File: src/rtl/wsh_pkg.sv
package wsh_pkg;

   // Width of the window id on the result channel.
   localparam int ID_W = 5;

   // Command codes on the request channel.
   localparam logic CMD_LOAD  = 1'b0;
   localparam logic CMD_CLICK = 1'b1;

   // One result beat as handed from the stack controller to the output register.
   typedef struct packed {
      logic            valid;
      logic            hit;
      logic [ID_W-1:0] window_id;
   } result_type;

endpackage

File: src/rtl/wsh_req_if.sv
interface wsh_req_if #(
   parameter int COORD_BITS = 12
) ();

   logic                  valid;
   logic                  ready;
   logic                  cmd;
   logic [COORD_BITS-1:0] left_x;
   logic [COORD_BITS-1:0] bottom_y;
   logic [COORD_BITS-1:0] right_x;
   logic [COORD_BITS-1:0] top_y;
   logic [COORD_BITS-1:0] point_x;
   logic [COORD_BITS-1:0] point_y;

   modport source (
      output valid, cmd, left_x, bottom_y, right_x, top_y, point_x, point_y,
      input  ready
   );

   modport sink (
      input  valid, cmd, left_x, bottom_y, right_x, top_y, point_x, point_y,
      output ready
   );

endinterface

File: src/rtl/wsh_rsp_if.sv
interface wsh_rsp_if import wsh_pkg::*; ();

   logic            valid;
   logic            ready;
   logic            hit;
   logic [ID_W-1:0] window_id;

   modport source (
      output valid, hit, window_id,
      input  ready
   );

   modport sink (
      input  valid, hit, window_id,
      output ready
   );

endinterface

File: src/rtl/wsh_rect_store.sv
module wsh_rect_store import wsh_pkg::*; #(
   parameter int MAX_WINDOWS = 16,
   parameter int COORD_BITS  = 12,
   localparam int IDX_W      = (MAX_WINDOWS > 1) ? $clog2(MAX_WINDOWS) : 1,
   localparam int RECT_W     = 4 * COORD_BITS
) (
   input  logic                  clock,
   input  logic                  wr_en,
   input  logic [IDX_W-1:0]      wr_addr,
   input  logic [RECT_W-1:0]     wr_rect,
   input  logic [IDX_W-1:0]      rd_addr,
   input  logic [COORD_BITS-1:0] point_x,
   input  logic [COORD_BITS-1:0] point_y,
   output logic                  hit
);

   logic [RECT_W-1:0]     rect_mem [MAX_WINDOWS];
   logic [RECT_W-1:0]     rect_rd_ff;
   logic [COORD_BITS-1:0] left_x;
   logic [COORD_BITS-1:0] bottom_y;
   logic [COORD_BITS-1:0] right_x;
   logic [COORD_BITS-1:0] top_y;

   // Rectangle memory, one entry per window in load order, registered read.
   always_ff @(posedge clock) begin
      if (wr_en) begin
         rect_mem[wr_addr] <= wr_rect;
      end
      rect_rd_ff <= rect_mem[rd_addr];
   end

   // Unpack the entry read in the previous cycle.
   assign left_x   = rect_rd_ff[4*COORD_BITS-1:3*COORD_BITS];
   assign bottom_y = rect_rd_ff[3*COORD_BITS-1:2*COORD_BITS];
   assign right_x  = rect_rd_ff[2*COORD_BITS-1:COORD_BITS];
   assign top_y    = rect_rd_ff[COORD_BITS-1:0];

   // Containment test with all four bounds inclusive.
   assign hit = (left_x <= point_x) && (point_x <= right_x) &&
                (bottom_y <= point_y) && (point_y <= top_y);

endmodule

File: src/rtl/wsh_stack_ctrl.sv
module wsh_stack_ctrl import wsh_pkg::*; #(
   parameter int MAX_WINDOWS = 16,
   parameter int COORD_BITS  = 12,
   localparam int IDX_W      = (MAX_WINDOWS > 1) ? $clog2(MAX_WINDOWS) : 1,
   localparam int CNT_W      = $clog2(MAX_WINDOWS + 1)
) (
   input  logic                  clock,
   input  logic                  reset,
   input  logic                  in_valid,
   output logic                  in_ready,
   input  logic                  in_cmd,
   input  logic [COORD_BITS-1:0] in_point_x,
   input  logic [COORD_BITS-1:0] in_point_y,
   output logic                  rect_wr_en,
   output logic [IDX_W-1:0]      rect_wr_addr,
   output logic [IDX_W-1:0]      rect_rd_addr,
   output logic [COORD_BITS-1:0] point_x,
   output logic [COORD_BITS-1:0] point_y,
   input  logic                  rect_hit,
   output result_type            result,
   input  logic                  result_ready
);

   localparam logic [2:0] ST_IDLE   = 3'd0;
   localparam logic [2:0] ST_SEARCH = 3'd1;
   localparam logic [2:0] ST_SHIFT  = 3'd2;
   localparam logic [2:0] ST_FRONT  = 3'd3;
   localparam logic [2:0] ST_RESULT = 3'd4;

   logic [IDX_W-1:0]      order_mem [MAX_WINDOWS];
   logic [IDX_W-1:0]      order_rd_ff;
   logic [IDX_W-1:0]      order_raddr;
   logic [IDX_W-1:0]      order_wdata;

   logic [2:0]            state_ff, state_in;
   logic [CNT_W-1:0]      count_ff, count_in;
   logic                  click_ff, click_in;
   logic                  iss_act_ff, iss_act_in;
   logic [IDX_W-1:0]      iss_pos_ff, iss_pos_in;
   logic                  s1_v_ff, s1_v_in;
   logic [IDX_W-1:0]      s1_pos_ff, s1_pos_in;
   logic                  s2_v_ff, s2_v_in;
   logic [IDX_W-1:0]      s2_pos_ff, s2_pos_in;
   logic [IDX_W-1:0]      s2_idx_ff, s2_idx_in;
   logic [IDX_W-1:0]      sh_ptr_ff, sh_ptr_in;
   logic [IDX_W-1:0]      idx_ff, idx_in;
   logic                  res_hit_ff, res_hit_in;
   logic                  wr_pend_ff, wr_pend_in;
   logic [IDX_W-1:0]      wr_addr_ff, wr_addr_in;
   logic                  wr_from_rd_ff, wr_from_rd_in;
   logic [COORD_BITS-1:0] px_ff, px_in;
   logic [COORD_BITS-1:0] py_ff, py_in;

   logic                  accept;
   logic                  full;
   logic [IDX_W-1:0]      last_pos;
   logic [IDX_W-1:0]      count_idx;

   // Stack order memory: position 0 is the top. A write always lands in the cycle
   // after the read that produced its data, so reads and writes never collide.
   assign order_wdata = wr_from_rd_ff ? order_rd_ff : idx_ff;

   always_ff @(posedge clock) begin
      if (wr_pend_ff) begin
         order_mem[wr_addr_ff] <= order_wdata;
      end
      order_rd_ff <= order_mem[order_raddr];
   end

   assign accept    = in_valid && in_ready;
   assign full      = (count_ff == CNT_W'(MAX_WINDOWS));
   assign last_pos  = IDX_W'(count_ff - CNT_W'(1));
   assign count_idx = IDX_W'(count_ff);

   // Sequencer: a click walks the stack and, on a hit, shifts the entries above
   // it down and writes it on top; a load shifts all entries, then writes on top.
   always_comb begin
      state_in      = state_ff;
      count_in      = count_ff;
      click_in      = click_ff;
      iss_act_in    = iss_act_ff;
      iss_pos_in    = iss_pos_ff;
      s1_v_in       = 1'b0;
      s1_pos_in     = iss_pos_ff;
      s2_v_in       = 1'b0;
      s2_pos_in     = s1_pos_ff;
      s2_idx_in     = order_rd_ff;
      sh_ptr_in     = sh_ptr_ff;
      idx_in        = idx_ff;
      res_hit_in    = res_hit_ff;
      wr_pend_in    = 1'b0;
      wr_addr_in    = wr_addr_ff;
      wr_from_rd_in = wr_from_rd_ff;
      px_in         = px_ff;
      py_in         = py_ff;
      order_raddr   = iss_pos_ff;
      rect_wr_en    = 1'b0;

      unique case (state_ff)
         ST_IDLE: begin
            if (accept) begin
               if (in_cmd == CMD_CLICK) begin
                  click_in   = 1'b1;
                  px_in      = in_point_x;
                  py_in      = in_point_y;
                  res_hit_in = 1'b0;
                  if (count_ff == '0) begin
                     state_in = ST_RESULT;
                  end else begin
                     state_in   = ST_SEARCH;
                     iss_act_in = 1'b1;
                     iss_pos_in = '0;
                  end
               end else if (!full) begin
                  // A new window takes the next store slot and goes on top.
                  click_in   = 1'b0;
                  rect_wr_en = 1'b1;
                  sh_ptr_in  = count_idx;
                  idx_in     = count_idx;
                  count_in   = count_ff + CNT_W'(1);
                  state_in   = (count_ff == '0) ? ST_FRONT : ST_SHIFT;
               end
            end
         end

         ST_SEARCH: begin
            // Issue one stack position per cycle; its result comes back through the order and rectangle read registers.
            if (iss_act_ff) begin
               s1_v_in = 1'b1;
               if (iss_pos_ff == last_pos) begin
                  iss_act_in = 1'b0;
               end else begin
                  iss_pos_in = iss_pos_ff + IDX_W'(1);
               end
            end
            if (s1_v_ff) begin
               s2_v_in = 1'b1;
            end
            // The first hit wins; anything still in flight is dropped.
            if (s2_v_ff && rect_hit) begin
               res_hit_in = 1'b1;
               idx_in     = s2_idx_ff;
               sh_ptr_in  = s2_pos_ff;
               iss_act_in = 1'b0;
               s1_v_in    = 1'b0;
               s2_v_in    = 1'b0;
               state_in   = (s2_pos_ff == '0) ? ST_FRONT : ST_SHIFT;
            end else if (s2_v_ff && (s2_pos_ff == last_pos)) begin
               state_in = ST_RESULT;
            end
         end

         ST_SHIFT: begin
            // Move the entry above the write pointer one place down.
            order_raddr   = sh_ptr_ff - IDX_W'(1);
            wr_pend_in    = 1'b1;
            wr_addr_in    = sh_ptr_ff;
            wr_from_rd_in = 1'b1;
            if (sh_ptr_ff == IDX_W'(1)) begin
               state_in = ST_FRONT;
            end else begin
               sh_ptr_in = sh_ptr_ff - IDX_W'(1);
            end
         end

         ST_FRONT: begin
            wr_pend_in    = 1'b1;
            wr_addr_in    = '0;
            wr_from_rd_in = 1'b0;
            state_in      = click_ff ? ST_RESULT : ST_IDLE;
         end

         ST_RESULT: begin
            if (result_ready) begin
               state_in = ST_IDLE;
            end
         end

         default: begin
            state_in = ST_IDLE;
         end
      endcase
   end

   // Control state.
   always_ff @(posedge clock) begin
      if (reset) begin
         state_ff   <= ST_IDLE;
         count_ff   <= '0;
         iss_act_ff <= 1'b0;
         s1_v_ff    <= 1'b0;
         s2_v_ff    <= 1'b0;
         wr_pend_ff <= 1'b0;
      end else begin
         state_ff   <= state_in;
         count_ff   <= count_in;
         iss_act_ff <= iss_act_in;
         s1_v_ff    <= s1_v_in;
         s2_v_ff    <= s2_v_in;
         wr_pend_ff <= wr_pend_in;
      end
   end

   // Working registers.
   always_ff @(posedge clock) begin
      click_ff      <= click_in;
      iss_pos_ff    <= iss_pos_in;
      s1_pos_ff     <= s1_pos_in;
      s2_pos_ff     <= s2_pos_in;
      s2_idx_ff     <= s2_idx_in;
      sh_ptr_ff     <= sh_ptr_in;
      idx_ff        <= idx_in;
      res_hit_ff    <= res_hit_in;
      wr_addr_ff    <= wr_addr_in;
      wr_from_rd_ff <= wr_from_rd_in;
      px_ff         <= px_in;
      py_ff         <= py_in;
   end

   assign in_ready     = (state_ff == ST_IDLE);
   assign rect_wr_addr = count_idx;
   assign rect_rd_addr = order_rd_ff;
   assign point_x      = px_ff;
   assign point_y      = py_ff;

   // Ids count from one in load order and are cut to the id field.
   assign result.valid     = (state_ff == ST_RESULT);
   assign result.hit       = res_hit_ff;
   assign result.window_id = res_hit_ff ? ID_W'({1'b0, idx_ff} + 1'b1) : '0;

endmodule

File: src/rtl/window_stack_hit_test_top.sv
// Channel   Direction  Beat contents
// req_chan  in         cmd, left_x, bottom_y, right_x, top_y, point_x, point_y
// rsp_chan  out        hit, window_id (one beat per click, none per load)
//
// One item at a time. A load moves every window already loaded one place down, as
// the stack order memory shifts one entry a cycle. A click searches from the top and,
// on a hit at stack position P, shifts the P entries above it. Reset is synchronous
// and empties the stack. A result waiting in the output register does not hold off
// loads; a click only stalls at its end until that register is free.
module window_stack_hit_test_top import wsh_pkg::*; #(
   parameter int MAX_WINDOWS = 16,
   parameter int COORD_BITS  = 12
) (
   input  logic       clock,
   input  logic       reset,
   wsh_req_if.sink    req_chan,
   wsh_rsp_if.source  rsp_chan
);

   localparam int IDX_W = (MAX_WINDOWS > 1) ? $clog2(MAX_WINDOWS) : 1;

   logic                  rect_wr_en;
   logic [IDX_W-1:0]      rect_wr_addr;
   logic [IDX_W-1:0]      rect_rd_addr;
   logic [COORD_BITS-1:0] point_x;
   logic [COORD_BITS-1:0] point_y;
   logic                  rect_hit;
   result_type            result;
   logic                  result_ready;
   logic                  rsp_valid_ff;
   logic                  rsp_hit_ff;
   logic [ID_W-1:0]       rsp_id_ff;

   wsh_stack_ctrl #(
      .MAX_WINDOWS (MAX_WINDOWS),
      .COORD_BITS  (COORD_BITS)
   ) u_ctrl (
      .clock        (clock),
      .reset        (reset),
      .in_valid     (req_chan.valid),
      .in_ready     (req_chan.ready),
      .in_cmd       (req_chan.cmd),
      .in_point_x   (req_chan.point_x),
      .in_point_y   (req_chan.point_y),
      .rect_wr_en   (rect_wr_en),
      .rect_wr_addr (rect_wr_addr),
      .rect_rd_addr (rect_rd_addr),
      .point_x      (point_x),
      .point_y      (point_y),
      .rect_hit     (rect_hit),
      .result       (result),
      .result_ready (result_ready)
   );

   wsh_rect_store #(
      .MAX_WINDOWS (MAX_WINDOWS),
      .COORD_BITS  (COORD_BITS)
   ) u_rects (
      .clock   (clock),
      .wr_en   (rect_wr_en),
      .wr_addr (rect_wr_addr),
      .wr_rect ({req_chan.left_x, req_chan.bottom_y, req_chan.right_x, req_chan.top_y}),
      .rd_addr (rect_rd_addr),
      .point_x (point_x),
      .point_y (point_y),
      .hit     (rect_hit)
   );

   // Output register: takes a new result when empty or being drained.
   assign result_ready = !rsp_valid_ff || rsp_chan.ready;

   always_ff @(posedge clock) begin
      if (reset) begin
         rsp_valid_ff <= 1'b0;
      end else if (result.valid && result_ready) begin
         rsp_valid_ff <= 1'b1;
      end else if (rsp_chan.ready) begin
         rsp_valid_ff <= 1'b0;
      end
   end

   always_ff @(posedge clock) begin
      if (result.valid && result_ready) begin
         rsp_hit_ff <= result.hit;
         rsp_id_ff  <= result.window_id;
      end
   end

   assign rsp_chan.valid     = rsp_valid_ff;
   assign rsp_chan.hit       = rsp_hit_ff;
   assign rsp_chan.window_id = rsp_id_ff;

endmodule

File: src/flat_wrapper.sv
// flat-port wrapper written by rule: the top's interface ports become plain ports
module window_stack_hit_test_top_flat import wsh_pkg::*;
#(
   parameter int MAX_WINDOWS = 16,
   parameter int COORD_BITS  = 12
)
  (clock, reset, req_chan_valid, req_chan_cmd, req_chan_left_x, req_chan_bottom_y, req_chan_right_x, req_chan_top_y, req_chan_point_x, req_chan_point_y, req_chan_ready, rsp_chan_valid, rsp_chan_hit, rsp_chan_window_id, rsp_chan_ready);
  wsh_req_if #(.COORD_BITS(COORD_BITS)) req_chan_i ();
  wsh_rsp_if rsp_chan_i ();
  input  logic clock;
  input  logic reset;
  input wire logic [$bits(req_chan_i.valid)-1:0] req_chan_valid;
  input wire logic [$bits(req_chan_i.cmd)-1:0] req_chan_cmd;
  input wire logic [$bits(req_chan_i.left_x)-1:0] req_chan_left_x;
  input wire logic [$bits(req_chan_i.bottom_y)-1:0] req_chan_bottom_y;
  input wire logic [$bits(req_chan_i.right_x)-1:0] req_chan_right_x;
  input wire logic [$bits(req_chan_i.top_y)-1:0] req_chan_top_y;
  input wire logic [$bits(req_chan_i.point_x)-1:0] req_chan_point_x;
  input wire logic [$bits(req_chan_i.point_y)-1:0] req_chan_point_y;
  output wire logic [$bits(req_chan_i.ready)-1:0] req_chan_ready;
  output wire logic [$bits(rsp_chan_i.valid)-1:0] rsp_chan_valid;
  output wire logic [$bits(rsp_chan_i.hit)-1:0] rsp_chan_hit;
  output wire logic [$bits(rsp_chan_i.window_id)-1:0] rsp_chan_window_id;
  input wire logic [$bits(rsp_chan_i.ready)-1:0] rsp_chan_ready;
  assign req_chan_i.valid = req_chan_valid;
  assign req_chan_i.cmd = req_chan_cmd;
  assign req_chan_i.left_x = req_chan_left_x;
  assign req_chan_i.bottom_y = req_chan_bottom_y;
  assign req_chan_i.right_x = req_chan_right_x;
  assign req_chan_i.top_y = req_chan_top_y;
  assign req_chan_i.point_x = req_chan_point_x;
  assign req_chan_i.point_y = req_chan_point_y;
  assign req_chan_ready = req_chan_i.ready;
  assign rsp_chan_valid = rsp_chan_i.valid;
  assign rsp_chan_hit = rsp_chan_i.hit;
  assign rsp_chan_window_id = rsp_chan_i.window_id;
  assign rsp_chan_i.ready = rsp_chan_ready;
  window_stack_hit_test_top #(.MAX_WINDOWS(MAX_WINDOWS), .COORD_BITS(COORD_BITS)) u_core (.clock(clock), .reset(reset), .req_chan(req_chan_i), .rsp_chan(rsp_chan_i));
endmodule
File: config.mk
export PLATFORM = sky130hd
export DESIGN_NAME = window_stack_hit_test_top_flat
export DESIGN_NICKNAME = d
export VERILOG_FILES = /design/src/rtl/wsh_pkg.sv /design/src/rtl/wsh_req_if.sv /design/src/rtl/wsh_rsp_if.sv /design/src/rtl/wsh_rect_store.sv /design/src/rtl/wsh_stack_ctrl.sv /design/src/rtl/window_stack_hit_test_top.sv /design/src/flat_wrapper.sv
export SDC_FILE = /design/constraint.sdc
export NUM_CORES = 1
export LEC_CHECK = 0
export BUFFER_PORTS_ARGS = -buffer_cell sky130_fd_sc_hd__buf_2
export CAP_MARGIN = 20
export CORE_ASPECT_RATIO = 1.4
export CORE_UTILIZATION = 52
export DETAILED_ROUTE_END_ITERATION = 8
export PLACE_DENSITY = 0.7
export SLEW_MARGIN = 20
export SYNTH_ARGS = -nofsm -noshare
export SYNTH_HDL_FRONTEND = slang
export SYNTH_SLANG_ARGS = --single-unit
File: constraint.sdc
create_clock -name clock -period 15.27 [get_ports clock]
set_input_delay 0.7635 -clock clock [delete_from_list [all_inputs] [get_ports clock]]
set_output_delay 0.7635 -clock clock [all_outputs]
set_load 0.02 [all_outputs]
# --- Word level (Yosys, flattened, before mapping) ---
# Memory sizes are Yosys's and may differ from the RTL's. A register that Yosys moved wholly into a read port is not among the register bits.
# Cells that the tools add are included.
totals:
  wordCells: 139
  ramBits: 832
  mem_count: 2
  out_inout_bits: 8
  inputBits: 77
  regBits: 74
classes:
  n_mux: 55
  n_reduce_logical: 27
  magnitude_cmp: 4
  n_eq_ne: 22
  n_addsub: 5
  bitwise: 3
mem_list:
  columns: ["memory", "words", "width", "rd", "rd_ports_with_merged_regs", "write_ports", "line", "rtl"]
  rows:
  - ["u_core.u_rects.rect_mem", 16, 48, 1, 1, 1, "wsh_rect_store.sv:17", "logic [RECT_W-1:0] rect_mem [MAX_WINDOWS];"]
  - ["u_core.u_ctrl.order_mem", 16, 4, 1, 1, 1, "wsh_stack_ctrl.sv:30", "logic [IDX_W-1:0] order_mem [MAX_WINDOWS];"]
ops:
  columns: ["operator", "count"]
  rows:
  - ["2-to-1 mux 4 bit", 13]
  - ["<= comparator 12 bit", 4]
  - ["2-to-1 mux 3 bit", 9]
  - ["2-to-1 mux 1 bit", 25]
  - ["case mux 4 bit (2 select lines)", 3]
  - ["!= test 2 bit, second input constant", 11]
  - ["case mux 3 bit (5 select lines)", 1]
  - ["case mux 4 bit (3 select lines)", 1]
  - ["AND reduction 4 bit", 3]
  - ["AND reduction 6 bit", 2]
  - ["AND reduction 5 bit", 2]
  - ["== test 4 bit", 2]
  - ["subtractor 4 x 1 -> 4 bit, second input constant", 2]
  - ["logical AND 1 bit", 7]
  - ["== test 3 x 2 -> 1 bit, second input constant", 2]
  - ["!= test 3 bit, second input constant", 2]
  - ["case mux 1 bit (2 select lines)", 3]
  - ["AND reduction 3 bit", 2]
  - ["nonzero test 2 bit", 3]
  - ["adder 4 x 1 -> 5 bit, second input constant", 1]
  - ["adder 5 x 1 -> 5 bit, second input constant", 1]
  - ["== test 5 bit, second input constant", 1]
  - ["zero test 5 bit", 1]
  - ["adder 4 x 1 -> 4 bit, second input constant", 1]
  - ["other kinds (12)", 14]

# --- Logic depth before layout (Yosys ltp) ---
# Gate-level depths: netlist of run 1.
depth:
  word_depth: 7
  ltp_mapped: 12
  ltp_nobuf: 11

# --- By module ---
# From an unflattened synthesis of run 1, not the netlist that was laid out.
hier_totals:
  hier_cells: 1754
  area_unflattened_um2: 37284.5
modules_own_cells:
  columns: ["mod", "seq_area_each_um2", "area_per_inst_um2", "cells_per_inst", "instances"]
  rows:
  - ["wsh_rect_store", 24023.0, 31136.1, 1301, 1]
  - ["wsh_stack_ctrl", 3773.6, 5913.2, 442, 1]
  - ["window_stack_hit_test_top", 200.2, 235.2, 11, 1]

# --- Worst setup path after synthesis of run 1 ---
# OpenSTA, ideal clock, no wires.
synth_timing:
  path_kind: "register -> register"
  from: "register u_core.u_ctrl.count_ff[0]"
  to: "memory u_core.u_rects.rect_mem[0][0] (netlist name), enable pin"
  synth_period_minus_slack_ns: 5.454
  arrival_time_ns: 4.941
  setup_slack_ns: 9.816
  path_buffers: 2
  required_time_ns: 14.757
  stages_incl_launch_ff: 9
  setup_ns: 0.513
  cell_sequence: "dfxtp_1 > clkbuf_1 > inv_1 > ha_1 > a31oi_1 > and3_1 > buf_2 > nand2_1 > nor3_1"
synth_via:
  elab_chain_cells: 7
synth_rtl:
  columns: ["item", "line", "rtl"]
  rows:
  - ["start: declaration", "wsh_stack_ctrl.sv:36", "logic [CNT_W-1:0] count_ff, count_in;"]
  - ["start signal: assignment", "wsh_stack_ctrl.sv:196", "count_ff <= count_in;"]
  - ["== test 5 bit", "wsh_stack_ctrl.sv:71", "assign full = (count_ff == CNT_W'(MAX_WINDOWS));"]
  - ["2-to-1 mux 1 bit", "wsh_stack_ctrl.sv:114", "end else if (!full) begin"]
  - ["2-to-1 mux 1 bit", "wsh_stack_ctrl.sv:102", "if (in_cmd == CMD_CLICK) begin"]
  - ["2-to-1 mux 1 bit", "wsh_stack_ctrl.sv:101", "if (accept) begin"]
  - ["2-to-1 mux 1 bit", "wsh_stack_ctrl.sv:99", "unique case (state_ff)"]
  - ["2-to-1 mux 1 bit", "wsh_rect_store.sv:26", "if (wr_en) begin"]
  - ["2-to-1 mux 1 bit (not written as such)", "wsh_rect_store.sv:27", "rect_mem[wr_addr] <= wr_rect;"]
  - ["end: declaration", "wsh_rect_store.sv:17", null]
# Several ways; a longest one is shown, not always the timed one.

# --- Worst setup path after layout of run 1 ---
layout_timing:
  from: "register u_core.u_ctrl.count_ff[0]"
  to: "memory u_core.u_rects.rect_mem[4][44] (netlist name), enable pin"
# Same word-level chain as after synthesis.

==> results of run 1 <==
==> worst reg2reg max path, stage by stage, from the launching register on <==
cell and delay [ns]:
dfxtp_1 0.54, inv_1 0.14, ha_1 0.29, a31oi_1 0.29, and3_1 0.43, nand2_1 0.32, nor2_4 0.54, buf_4 0.73
==> worst paths after layout <==
check                                                 endpoint  depth (start not counted)                  startpoint
worst max-delay path            u_core.u_rects.rect_mem[4][44]                          7   u_core.u_ctrl.count_ff[0]
worst min-delay path                  u_core.u_ctrl.point_x[0]                          1         req_chan_point_x[0]
worst max register to register  u_core.u_rects.rect_mem[4][44]                          7   u_core.u_ctrl.count_ff[0]
worst min register to register      u_core.u_ctrl.s2_pos_ff[3]                          0  u_core.u_ctrl.s1_pos_ff[3]
==> power by group through the flow <==
stage,Clock (mW),Sequential [mW],Combinational (mW)
3_5_place_dp,0,3.26,1.37
3_3_place_gp,0,3.26,1.35
2_1_floorplan,0,3.12,1.11
4_1_cts,2.20,3.21,1.38
5_1_grt,2.29,3.22,1.46
6_report,2.17,3.20,1.36
==> synth_stat cells (14+ instances only) <==
| cell type | count |
|---|---|
| nand2_1 | 26 |
| buf_2 | 25 |
| ha_1 | 57 |
| nor2_1 | 50 |
| nand4_1 | 14 |
| mux4_2 | 244 |
| inv_1 | 55 |
| nand3_1 | 15 |
| dfxtp_1 | 77 |
| nor3_1 | 16 |
| edfxtp_1 | 881 |
| xnor2_1 | 14 |
| clkbuf_1 | 37 |
| a21oi_1 | 28 |
==> per-stage QoR <==
stage	cell area [um2]	total power, mW	worst slack, ns	hold WS [ns]
after CTS	41070	6.790	11.56	0.2596
final	41080	6.724	11.56	0.2899
after global routing	41080	6.971	11.37	0.2796
after detailed placement	38250	4.637	11.60	0.3161
after global placement	38250	4.610	11.69	0.3123
after floorplan	36680	4.227	9.816	0.3096
==> cell families (layout without fill, tap and decap cells) <==
logic type               Yosys count  in the layout
flip-flops                       958            958
adder cells (fa/ha/maj)           57             57
buffers and inverters            124            318
multiplexers                     273            273
XOR/XNOR                          20             20
AND/OR/NAND/NOR                  158            158
AO/OA/AOI/OAI                     71             71
other                              0              2
==> metal layers <==
layer / track usage [%] / share of wire, % / vias up
li1: - / - / 7151
met1: 30.10 / 39 / 8928
met2: 38.46 / 52 / 623
met3: 3.113 / 6.1 / 123
met4: 7.924 / 2.5 / 6
met5: 0 / 0.050 / -
==> final cells by class <==
cell class              instances  area, um2  area share [%]
repair buffers                106      601.8           1.465
flip-flops and latches        958      28010           68.18
multi-input cells             579       8260           20.11
clock buffers                 114       2349           5.716
inverters                      56      215.2          0.5238
clock inverters                42      479.2           1.166
diodes                          2      5.005         0.01218
well taps                     928       1161           2.826
==> flip-flops by register name (all words and copies together) (netlist names), 4 cells and up <==
name / cells
u_core.u_rects.rect_mem: 768
u_core.u_ctrl.iss_pos_ff: 4
u_core.rsp_chan.window_id: 5
u_core.u_ctrl.point_y: 12
u_core.u_ctrl.wr_addr_ff: 4
u_core.u_ctrl.rect_rd_addr: 4
u_core.u_ctrl.idx_ff: 4
u_core.u_ctrl.s2_idx_ff: 4
u_core.u_ctrl.sh_ptr_ff: 4
u_core.u_ctrl.s2_pos_ff: 4
u_core.u_ctrl.order_mem: 64
u_core.u_ctrl.point_x: 12
u_core.u_rects.rect_rd_ff: 48
u_core.u_ctrl.s1_pos_ff: 4
u_core.u_ctrl.count_ff: 5
==> impl_metrics.json, run 1 <==
{
  "drive_gt1_share_pct": 27.44,
  "slowest_delay_ns": 0.72,
  "vias_per_cell": 6.043,
  "maxSlewHeadroom_pct": 24.77,
  "firstDrtPassIters": 5,
  "syn_avg_cell_area_um2": 22.08,
  "ioPinCount": 85,
  "die-area_um2": 71630,
  "most-common-layout-cells": "edfxtp_1 (881), mux4_2 (244), clkbuf_16 (87)",
  "p_int_mw": 4.982,
  "p_sw_mw": 1.742,
  "grt_pass1_vias": 17500,
  "fin_nets": 1920,
  "clock_latency_ns": 0.64,
  "clkPwrFrac_pct": 32.2,
  "critPathKind": "register to register",
  "p_leak_nw": 13.40,
  "root_buffer": "clkbuf_16",
  "report.final.slew_viol_count": 0,
  "synth_cells": 1661,
  "combPwrFrac_pct": 20.2,
  "synth_mux_area_share_pct": 16.32,
  "arrival_ns": 3.97,
  "final_cells": 2785,
  "ys.flop_type": "edfxtp_1",
  "setup_viol": 0,
  "placementRows": 114,
  "period_minus_slack_ns": 3.705,
  "path_max_fanout": 36,
  "ys_seq_area_share_pct": 76.32,
  "synth_edf_count": 881,
  "synth-xor-area-share_pct": 0.4775,
  "hold_path.class": "input pin to register",
  "r2r_slack_ns": 11.56,
  "fin_tns_setup_ns": 0,
  "synth_top_family_by_area": "multiplexers",
  "dp.cells": 2627,
  "dp_hpwl_um": 42150,
  "clk_path_buf_depth": 3,
  "start_kind": "register",
  "hold_buffers": 0,
  "critPathCaptureType": "register",
  "grt.total_usage_pct": 22.60,
  "cpLargestDelayFamily": "simple AND/OR/NAND/NOR gates",
  "core_um2": 69460,
  "antenna_found_initial": 7,
  "ir_drop_mv": 0.1686,
  "crit_path_top_delay_cell": "buf_4",
  "wire_per_inst_um": 28.12,
  "clock_sinks": 958,
  "io_buffer_count": 84,
  "synth_seq_cells": 958,
  "cts_buffers": 85,
  "drc_errors": 0,
  "cts_tree": "done",
  "fp.dieH_um": 316.3,
  "synth_top_area_share_pct": 72.12,
  "vias": 16830,
  "cts_resized": 0,
  "cp_data_required_time_ns": 15.53,
  "synthAdderAreaFrac_pct": 1.944,
  "skew_ns": 0.01801,
  "crit_chain": "inv_1 -> ha_1 -> a31oi_1 -> and3_1 -> nand2_1 -> nor2_4 -> buf_4",
  "power_switching_share_pct": 25.91,
  "cap_violations": 0,
  "gp_congestion": 0.8713,
  "grt_pass1_wl_um": 115000,
  "fin_util_pct": 59.14,
  "final_common_cell": "edfxtp_1",
  "synth_simple_gate_area_share_pct": 2.207,
  "hold_violations": 0,
  "drt_wl_total_um": 78310,
  "synth_top_cell_by_area": "edfxtp_1",
  "synth-compound-area-share_pct": 1.279,
  "initial_core_util_pct": 52.81,
  "clk_pin_slew_ns": 0.07,
  "h-tree-depth": 3,
  "cp.buffers_inverters": 2,
  "p_seq_share_pct": 47.6,
  "globalRouteOverflowTotal": 0,
  "synthesis.nets": 1795,
  "synthDistinctLibCells": 55,
  "syn2layout_area_growth_pct": 12.00,
  "fillers": 4877,
  "power_density_nw_per_um2": 163.7,
  "synthArstFlopShare_pct": 0,
  "fin_crit_sh_pct": 24.27,
  "synth.area.top_cells": "edfxtp_1 (72%), mux4_2 (15%), dfxtp_1 (4.2%)",
  "synth_area_um2": 36680,
  "status": "finished, final reports clean",
  "worst_pin_slew_ns": 1.128,
  "drtIter0Drc": 1661,
  "die_w_um": 226.5,
  "ant_nets": 0,
  "grt_max_degree": 111,
  "cts_setup_buffers": 0,
  "rsz0062_at_grt": "no",
  "fmax_mhz": 269.9,
  "yosysWarnings": 0
}
Power figures use the tool's default switching activity.
==> inputs of run 2 (changes only) <==
--- a/config.mk
+++ b/config.mk
@@ -10,7 +10,7 @@
 export CORE_ASPECT_RATIO = 1.4
 export CORE_UTILIZATION = 52
 export DETAILED_ROUTE_END_ITERATION = 8
-export PLACE_DENSITY = 0.7
+export PLACE_DENSITY = 0.73
 export SLEW_MARGIN = 20
 export SYNTH_ARGS = -nofsm -noshare
 export SYNTH_HDL_FRONTEND = slang
==> constraint.sdc (replaced) <==
create_clock -name clock -period 3.1 [get_ports clock]
set_input_delay 0.155 -clock clock [delete_from_list [all_inputs] [get_ports clock]]
set_output_delay 0.155 -clock clock [all_outputs]
set_load 0.02 [all_outputs]
==> impl_metrics.json, run 2 (synthesis gave the netlist of run 1 again) <==
{
  "ant_nets": 0,
  "combPwrFrac_pct": 22.0,
  "largestRegisters": "u_core.u_rects.rect_mem (768), u_core.u_ctrl.order_mem (64), u_core.u_rects.rect_rd_ff (48)",
  "hold_path.class": "input pin to register",
  "drc_errors": 0,
  "fp.dieH_um": 316.3,
  "die_w_um": 226.5,
  "regMostFlops": "u_core.u_rects.rect_mem",
  "grtUsageMet2_pct": 39.33,
  "critPathKind": "register to register",
  "dp_hpwl_um": 46600,
  "fin_tns_setup_ns": 0,
  "power_density_nw_per_um2": 798.6,
  "worst-r2r-cell-count": 8,
  "ioPinCount": 85,
  "clock_latency_ns": 0.65,
  "p_leak_nw": 14.11,
  "p_seq_share_pct": 45.4,
  "final_common_cell": "edfxtp_1",
  "grt_use_met3_pct": 3.808,
  "fillers": 4700,
  "grt_pass1_vias": 18260,
  "p_int_mw": 25.16,
  "grt.total_usage_pct": 23.38,
  "wire_per_inst_um": 28.00,
  "root_buffer": "clkbuf_16",
  "h-tree-depth": 3,
  "die-area_um2": 71630,
  "most-common-layout-cells": "edfxtp_1 (881), mux4_2 (244), clkbuf_16 (90)",
  "status": "finished, final reports clean",
  "fin_crit_sh_pct": 90.87,
  "firstDrtPassIters": 6,
  "report.final.slew_viol_count": 0,
  "holdPathStages": 2,
  "drtIter0Drc": 1738,
  "period_minus_slack_ns": 2.817,
  "grt.busiest_layer": "met2",
  "clkPwrFrac_pct": 32.5,
  "path_max_fanout": 6,
  "drt_wl_total_um": 81280,
  "whs_ns": 0.2643,
  "io_buffer_count": 84,
  "syn2layout_area_growth_pct": 16.35,
  "antenna_found_initial": 10,
  "gp_congestion": 0.9193,
  "clk_path_buf_depth": 3,
  "fin_nets": 2036,
  "maxSlewHeadroom_pct": 47.69,
  "cap_violations": 0,
  "skew_ns": 0.03134,
  "vias": 17510,
  "fin_util_pct": 61.44,
  "clk_pin_slew_ns": 0.07,
  "grt_max_degree": 51,
  "arrival_ns": 3.14,
  "worst_pin_slew_ns": 0.7787,
  "ir_drop_mv": 0.5026,
  "hold_violations": 0,
  "cts_buffers": 85,
  "placementRows": 114,
  "cts_tree": "done",
  "drive_gt1_share_pct": 28.70,
  "core_um2": 69460,
  "use_met1_pct": 30.55,
  "setup_viol": 0,
  "grt_pass1_wl_um": 119100,
  "clock_sinks": 958,
  "vias_per_cell": 6.030,
  "p_sw_mw": 8.921,
  "critPathCaptureType": "register",
  "power_switching_share_pct": 26.17,
  "cp_data_required_time_ns": 3.42,
  "initial_core_util_pct": 52.81,
  "largest_reg_flops": 768,
  "start_kind": "register",
  "fmax_mhz": 355.0,
  "globalRouteOverflowTotal": 0
}
[run 2: what timing repair did]
action | CTS | global route
endpoints found under the setup margin | 0 | 8
resized for setup | 0 | 2
hold buffers | 76 | 0
buffers inserted | 0 | 0
hold endpoints to repair | 804 | 0
[run 2: path summary, 6_finish.rpt]
kind | start | endpoint | slack [ns]
max reg2reg | u_core.u_ctrl.point_y[11] | u_core.u_ctrl.idx_ff[3] | 0.28
max | u_core.u_ctrl.point_y[11] | u_core.u_ctrl.idx_ff[3] | 0.28
min reg2reg | u_core.u_ctrl.s1_pos_ff[3] | u_core.u_ctrl.s2_pos_ff[3] | 0.33
min | req_chan_point_y[4] | u_core.u_ctrl.point_y[4] | 0.26
[run 2: power by group through the flow]
stage,registers [mW],clock network [mW],logic [mW]
after global placement,15.7,0,7.33
final,15.5,11.1,7.51
after detailed placement,15.7,0,7.50
after global routing,15.5,11.7,8.06
after CTS,15.5,11.2,7.65
after floorplan,15.4,0,5.47
[run 2: cell type report]
| cell class | instances | area (um2) | share of cell area [%] |
|---|---|---|---|
| Timing Repair Buffer | 222 | 2022 | 4.737 |
| Tap cell | 928 | 1161 | 2.721 |
| Inverter | 56 | 215.2 | 0.5042 |
| Clock inverter | 51 | 605.6 | 1.419 |
| Clock buffer | 106 | 2356 | 5.520 |
| Antenna cell | 3 | 7.507 | 0.01759 |
| Multi-Input combinational cell | 579 | 8303 | 19.45 |
| Sequential cell | 958 | 28010 | 65.63 |
[run 2: through the flow]
stage | cells | setup WS [ns] | instance area [um2] | total power, mW
final | 2903 | 0.2829 | 42680 | 34.09
after CTS | 2900 | 0.1918 | 42660 | 34.36
after detailed placement | 2667 | 0.2106 | 38940 | 23.25
after floorplan | 1661 | -0.07317 | 36790 | 20.83
after global placement | 2667 | 0.2988 | 38940 | 23.06
after global routing | 2901 | -0.02005 | 42670 | 35.27
[run 2: critical path: stages (launching register included)]
cell and delay, ns:
edfxtp_1 0.41, ha_1 0.33, a21oi_1 0.14, o21ai_0 0.12, a2111oi_0 0.43, a21oi_1 0.28
nor3b_2 0.34, nand2_1 0.20, o21bai_2 0.28
[run 2: per-layer routing]
metal | wire, um | vias up
met3 | 5544 | 161
met4 | 2779 | 10
met1 | 31280 | 9222
met5 | 61 | -
met2 | 41620 | 735
li1 | - | 7377
==> inputs of run 3 (changes only) <==
--- a/config.mk
+++ b/config.mk
@@ -9,6 +9,7 @@
 export CAP_MARGIN = 20
 export CORE_ASPECT_RATIO = 1.4
 export CORE_UTILIZATION = 52
+export CTS_BUF_LIST = sky130_fd_sc_hd__clkbuf_4
 export DETAILED_ROUTE_END_ITERATION = 8
 export PLACE_DENSITY = 0.73
 export SLEW_MARGIN = 20
==> impl_metrics.json, run 3 (synthesis gave the netlist of run 1 again) <==
{
  "status": "finished, final reports clean",
  "syn2layout_area_growth_pct": 18.26,
  "power_density_nw_per_um2": 756.2,
  "ioPinCount": 85,
  "grt_pass1_vias": 19590,
  "multiInputGateArea_um2": 8303,
  "rsz0062_at_grt": "no",
  "globalRouteOverflowTotal": 0,
  "dp_hpwl_um": 46600,
  "slowest_delay_ns": 0.43,
  "critPathKind": "register to register",
  "final_common_cell": "edfxtp_1",
  "fp.dieH_um": 316.3,
  "fin_nets": 2248,
  "hold_path.class": "input pin to register",
  "grt.busiest_layer": "met2",
  "combPwrFrac_pct": 23.1,
  "report.final.slew_viol_count": 0,
  "path_common_cell": "a21oi_1",
  "use_met1_pct": 30.45,
  "wire_per_inst_um": 25.31,
  "drc_errors": 0,
  "path_max_fanout": 6,
  "crit_path_top_delay_cell": "a2111oi_0",
  "cp.buffers_inverters": 0,
  "vias_per_cell": 5.740,
  "clock_sinks": 958,
  "h-tree-depth": 4,
  "arrival_ns": 3.58,
  "grt_use_met3_pct": 5.133,
  "regMostFlops": "u_core.u_rects.rect_mem",
  "cpLargestDelayFamily": "compound AO/OA/AOI/OAI gates",
  "skew_ns": 0.07925,
  "io_buffer_count": 84,
  "gp_congestion": 0.9193,
  "fin_ws_ns": 0.2834,
  "regArea_um2": 28010,
  "p_seq_share_pct": 47.1,
  "p_sw_mw": 9.039,
  "hold_violations": 0,
  "cap_violations": 0,
  "grt_max_degree": 51,
  "clk_path_buf_depth": 3,
  "p_int_mw": 23.77,
  "grt.total_usage_pct": 23.74,
  "p_leak_nw": 14.67,
  "die_w_um": 226.5,
  "die-area_um2": 71630,
  "setup_viol": 0,
  "placementRows": 114,
  "drtIter0Drc": 1665,
  "fillers": 4782,
  "core_um2": 69460,
  "grtUsageMet2_pct": 40.22,
  "critPathCaptureType": "register",
  "fmax_mhz": 355.0,
  "worst_pin_slew_ns": 0.7590,
  "period_minus_slack_ns": 2.817,
  "power_switching_share_pct": 27.55,
  "crit_chain": "ha_1 -> a21oi_1 -> o21ai_0 -> a2111oi_0 -> a21oi_1 -> nor3b_2 -> nand2_1 -> o21bai_2",
  "cts_buffers": 211,
  "drive_gt1_share_pct": 33.28,
  "whs_ns": 0.08082,
  "place_ws_ns": 0.2106,
  "clkPwrFrac_pct": 29.8,
  "largestRegisters": "u_core.u_rects.rect_mem (768), u_core.u_ctrl.order_mem (64), u_core.u_rects.rect_rd_ff (48)",
  "most-common-layout-cells": "edfxtp_1 (881), clkbuf_4 (304), mux4_2 (244)",
  "root_buffer": "clkbuf_4",
  "drt_wl_total_um": 81620,
  "vias": 18510,
  "cp_data_required_time_ns": 3.86,
  "maxSlewHeadroom_pct": 49.01,
  "clk_pin_slew_ns": 0.07,
  "clock_latency_ns": 1.07,
  "fin_crit_sh_pct": 90.86,
  "antenna_found_initial": 5,
  "start_kind": "register",
  "cts_tree": "done",
  "ant_nets": 0,
  "grt_pass1_wl_um": 121800,
  "firstDrtPassIters": 7,
  "initial_core_util_pct": 52.81,
  "largest_reg_flops": 768,
  "ir_drop_mv": 0.4053
}
-- run 3: changes by cell type in the layout (fill, tap and decap cells not counted), moves of 3 or more --
cell,change
clkbuf_4,+303
clkbuf_16,-90
dlygate4sd3_1,+86
clkinv_1,+49
clkbuf_1,-11
bufinv_16,-7
clkbuf_8,-4
clkinv_2,-3
inv_2,+3
-- run 3: layer usage --
metal  vias to the layer above  part of all wire [%]
met5                         -                 0.020
met4                         2                   2.3
met3                       137                   6.4
met1                      9605                    39
met2                       780                    53
li1                       7986                     -
-- run 3: layout make-up --
class                           count  area share (%)
Timing Repair Buffer              308           6.645
Clock buffer                      304           5.261
Clock inverter                     88           1.194
Inverter                           56          0.4961
Multi-Input combinational cell    579           19.14
Antenna cell                        4         0.02307
Sequential cell                   958           64.57
Tap cell                          928           2.677
-- run 3: worst reg2reg max path: cells and delay by family (launching register included) --
kind | cells | cell delay, ns
flops | 1 | 0.41
compound gates | 5 | 1.24
simple gates | 2 | 0.55
fa+ha+maj | 1 | 0.33
-- run 3: what timing repair did --
item	CTS	global route
endpoints found under the setup margin	0	8
buffers inserted	0	0
hold buffers	162	0
resized for setup	0	2
hold endpoints to repair	851	0
-- run 3: per-stage QoR --
step	cells	TNS [ns]	util [%]	cell area [um2]	total power [mW]
floorplan	1661	-24.13	-	36790	20.83
global placement	2667	0	56.06	38940	23.06
detailed placement	2667	0	56.06	38940	23.25
CTS	3221	0	62.43	43360	33.15
global route	3225	0	62.45	43380	34.23
finish	3225	0	62.45	43380	32.81
-- run 3: power groups by stage --
stage	Sequential, mW	Combinational (mW)	Clock (mW)
after floorplan	15.4	5.47	0
after global placement	15.7	7.33	0
after detailed placement	15.7	7.50	0
after CTS	15.5	7.70	9.97
after global routing	15.5	8.13	10.6
final	15.5	7.58	9.76
-- run 3: path summary, 6_finish.rpt --
check / start / to / slack, ns / depth (start not counted)
min: req_chan_bottom_y[9] / u_core.u_rects.rect_mem[6][33] / 0.08 / 2
max reg2reg: u_core.u_ctrl.point_y[11] / u_core.u_ctrl.idx_ff[2] / 0.28 / 8
min reg2reg: u_core.u_ctrl.s1_pos_ff[0] / u_core.u_ctrl.s2_pos_ff[0] / 0.28 / 0
max: u_core.u_ctrl.point_y[11] / u_core.u_ctrl.idx_ff[2] / 0.28 / 8
